$ cat src/hw/rtl/rbdp_ram.sv
`default_nettype none

module rbdp_ram #(
  parameter int WIDTH = 8,
  parameter int DEPTH = 16,
  localparam int AW = (DEPTH > 1) ? $clog2(DEPTH) : 1
) (
  input  wire logic             clk,
  input  wire logic             we,
  input  wire logic [AW-1:0]    waddr,
  input  wire logic [WIDTH-1:0] wdata,
  input  wire logic [AW-1:0]    raddr,
  output logic      [WIDTH-1:0] rdata
);

  logic [WIDTH-1:0] mem [DEPTH];

  // read-first, registered read
  always_ff @(posedge clk) begin
    if (we) begin
      mem[waddr] <= wdata;
    end
    rdata <= mem[raddr];
  end

endmodule

`default_nettype wire

$ cat config.mk
export PLATFORM = sky130hd
export DESIGN_NAME = rbdp_ram
export DESIGN_NICKNAME = d
export VERILOG_FILES = /design/src/hw/rtl/rbdp_ram.sv
export SDC_FILE = /design/constraint.sdc
export NUM_CORES = 1
export LEC_CHECK = 0
export ABC_CLOCK_PERIOD_IN_PS = 3600
export BUFFER_PORTS_ARGS = -buffer_cell sky130_fd_sc_hd__buf_2
export CORE_ASPECT_RATIO = 0.75
export CORE_MARGIN = 5
export CORE_UTILIZATION = 65
export DETAILED_ROUTE_END_ITERATION = 7
export PLACE_DENSITY = 0.85
export REMOVE_ABC_BUFFERS = 1
export SETUP_SLACK_MARGIN = 0.3
export SYNTH_ARGS = -nofsm -noshare
export SYNTH_HDL_FRONTEND = slang
export SYNTH_SLANG_ARGS = --single-unit
$ cat constraint.sdc
create_clock -name clk -period 3.6 [get_ports clk]
set_input_delay 0.18 -clock clk [delete_from_list [all_inputs] [get_ports clk]]
set_output_delay 0.18 -clock clk [all_outputs]
set_load 0.02 [all_outputs]
After elaboration in Yosys (flattened, before gate mapping):

Memories as Yosys holds them, arrays and structs flattened. A register that Yosys moved wholly into a read port is not among the register bits.
Index checks and enable logic that the tools add are counted.

* multiplexer cells: 2

Operator list (count)
* 1-bit two-way mux: 2

* bits in registers: 0
* memories: 1
* RAM bits: 128
* word-level logic and storage cells: 3

Memory list
* mem: depth 16, width 8, rd ports 1, clocked after memory_dff 1, write ports 1, RTL line 16 `logic [WIDTH-1:0] mem [DEPTH];`

Depth between registers and ports, before layout:

* depth in word-level cells: 2
* mapped depth: 5
* mapped depth without buffers: 3

Worst setup path before layout:

Ideal clock, no wire load.

* path type: input to register
* from: input port waddr[2]
* to: memory mem[0][0] (enable)
* arrival: 1.290 ns
* data required time: 3.217 ns
* slack: 1.927 ns
* stages: 2
* library setup time: 0.383 ns
* cell sequence: or3b_2 nor3_1

RTL lines
* start: declaration: RTL line 10 `input wire logic [AW-1:0] waddr,`
* end: declaration: RTL line 16

Straight into the memory's write port.

Worst setup path after layout:

* from: input port waddr[2]
* to: memory mem[0][4] (enable)

Straight into the memory's write port.

==> impl_results.md <==
- Status: complete, no violations
- Dominant cells by area after synthesis: edfxtp_1 75%, mux4_2 7.9%, mux4_1 7.1%
- Quantity of gates resized following cts: 0
- Top_reg_cell synth: edfxtp_1
- Reg2reg path depth: 3
- RR Startpoint: mem[0][3]$_DFFE_PP_
- Initial Util: 0.659
- CP cell instances: buf_2 -> or3b_2 -> nor3_1 -> buf_4
- First-pass GRT wire length: 15,100 µm
- Top cell type's share of synthesized area: 0.747
- Initial antenna violation count: 1
- Ant diodes: 0
- Routed len/inst: 25.9 µm
- Avg Synthesized Cell Area: 22.5 µm²
- Fillers: 377
- Crit Path Max Fanout: 5
- Max stage delay on crit path: 0.72 ns
- Non-filler cells, final: 385
- Clock Pin Slew Worst Setup and Hold Paths: 0.06 ns
- Seq. cell area: 4000 µm²
- Residual DRC: 0
- Gr usage total: 0.225
- Vias: 2,443
- Period utilisation layout: 0.438
- Buf/Inv on CP: 2
- Mapped Cells: 229
- Die Span Y: 87.1 µm
- Critical Path AT: 1.81 ns
- NumNets Final: 285
- Reg power frac: 0.469
- IO Port Bufs: 25
- Setup TNS: 0 ns
- Final hold vios: 0
- Layout cells sized above 1: 0.279
- Die W: 113 µm
- Die area: 9820 µm²
- RSZ-0062 raised after global routing: no
- Clock share of power: 0.488
- DRT Wirelength: 9970 µm
- Top cells by count, synth: 128 x edfxtp_1, 18 x mux4_2, 16 x a22oi_1, 14 x mux4_1, 13 x nor2_1
- Layout area overhead: 16.4%
- Postcts setup bufs: 0
- Clock Latency Late Sink: 0.53 ns
- Max Cap Viol: 0
- Final setup fails: 0
- Row cnt: 28
- Post-synthesis async set-or-reset flop share: 0
- Power density cells: 635 nW/µm²
- Clock Skew: 0.0109 ns
- Vias per cell: 6.35
- Worst vdd rail ir drop: 0.473 mV
- DR iter-0 viols: 297
- Seq cells post-synth: 136
- Path type of the worst setup path: input pin to flip-flop
- Num CTS Buffers: 17
- Max Fclk: 0.634 GHz
- Clk buf depth: 2
- Worst Setup End Kind: flip-flop
- Worst Hold Class: input pin to flip-flop
- # hold bufs at CTS: 0
- Post-synth EDFFs: 128
- Final global-route overflow total: 0
- Most frequent cell after synthesis: edfxtp_1
- Sw Pwr: 0.740 mW
- Largest net degree at the start of global routing: 33
- Distinct cells, synth: 19
- Slew Viols, Final: 0
- Antenna Nets Post-Route: 0
- R2r endpoint: rdata[3]$_DFF_P_
- Worst EP required: 3.84 ns
- Tot Pwr: 3.80 mW
- Slowest CP cell: nor3_1
- Hold Path End: mem[9][2]$_DFFE_PP_
- Clk root buf: clkbuf_8
- Clk sink count: 136
- Min cycle time layout: 1.58 ns
- Number of global-route vias before repair: 2,556
- Top delay family on crit path: simple AND/OR/NAND/NOR gates
- Dpl cells: 353
- Multi-input gate area in the final layout: 1060 µm²
- CTS tree: yes
- Cell Area, Synth: 5150 µm²
- Measured slew at the worst slew-check pin: 1.02 ns
- Worst slew margin: 0.318
- Hold Path Depth: 1
- Core area: 7810 µm²
- HPWL after DPL: 5760 µm
- R2R Setup Slk: 2.24 ns
- I/O pin count: 26
- Final GP Congestion: 0.743
- CP Launch Type: input pin
- Sequential area share after synthesis: 0.778
- Comb power frac: 0.044
- Post-synth top area cell: edfxtp_1
- LEAKAGE: 2.02 nW
- TritonRoute pass-1 iters: 6
- Synth warn: 0
- H-Tree Depth: 4
- Hold Path Origin: wdata[2]
- Sw Share: 0.195
- Pint: 3.06 mW
-- cell type report --
class / instances / area share
well taps: 105 / 0.0219
clock buffers: 20 / 0.0744
repair buffers: 29 / 0.0259
flip-flops and latches: 136 / 0.668
clock inverters: 12 / 0.0328
multi-input cells: 83 / 0.177
-- per-layer routing --
layer | global-route usage | part of all wire
met1 | 0.294 | 0.40
met2 | 0.347 | 0.49
met3 | 0.0910 | 0.096
met4 | 0.0873 | 0.012
met5 | 0 | 0
-- flip-flops by register name, indices dropped and copies added, names as in the netlist --
name and flops:
mem 128, rdata 8
-- metrics by stage --
step	worst slack, ns	hold WS, ns	cell area (µm²)	util
after floorplan	1.93	0.279	5060	-
after global placement	1.53	0.565	5350	0.684
after detailed placement	1.47	0.577	5350	0.684
after CTS	1.99	0.0257	5990	0.767
after global routing	1.92	0.0310	5990	0.767
final	2.02	0.0356	5990	0.767
-- layout by cell type, fill, tap and decap left out, types with 2 or more instances in the layout --
cell,synthesis,routed
edfxtp_1,128,128
buf_2,3,25
mux4_2,18,18
a22oi_1,16,16
clkbuf_16,0,16
mux4_1,14,14
nor2_1,13,13
nand2_1,9,9
dfxtp_1,8,8
bufinv_16,0,5
nor3_1,4,4
buf_4,1,4
clkbuf_8,0,3
nand3b_1,2,2
nand2b_1,2,2
clkinv_2,0,2
clkinvlp_4,0,2
-- worst max path at each step --
stage	end	from	slack, ns	depth (start not counted)
floorplan	mem[0][0]$_DFFE_PP_	waddr[2]	1.93	2
CTS	mem[0][4]$_DFFE_PP_	waddr[2]	1.99	4
global route	rdata[0]$_DFF_P_	raddr[0]	1.92	4
finish	mem[0][4]$_DFFE_PP_	waddr[2]	2.02	4
detailed placement	rdata[3]$_DFF_P_	raddr[0]	1.47	4
global placement	rdata[3]$_DFF_P_	raddr[0]	1.53	4
-- power by group through the flow --
stage	Sequential, mW	Combinational [mW]	Clock [mW]
after CTS	1.78	0.166	1.88
after global placement	1.81	0.157	0
after floorplan	1.82	0.0710	0
after detailed placement	1.82	0.164	0
final	1.78	0.166	1.86
after global routing	1.79	0.176	1.97
-- logic make-up (layout without fill, tap and decap cells) --
family                 after synthesis  count (layout)  share of synthesized area
AO/OA/AOI/OAI                       16              16                     0.0233
multiplexers                        32              32                      0.150
buffers and inverters               10              61                     0.0168
flip-flops                         136             136                      0.778
AND/OR/NAND/NOR                     35              35                     0.0318
(Power assumes the default switching activity.)
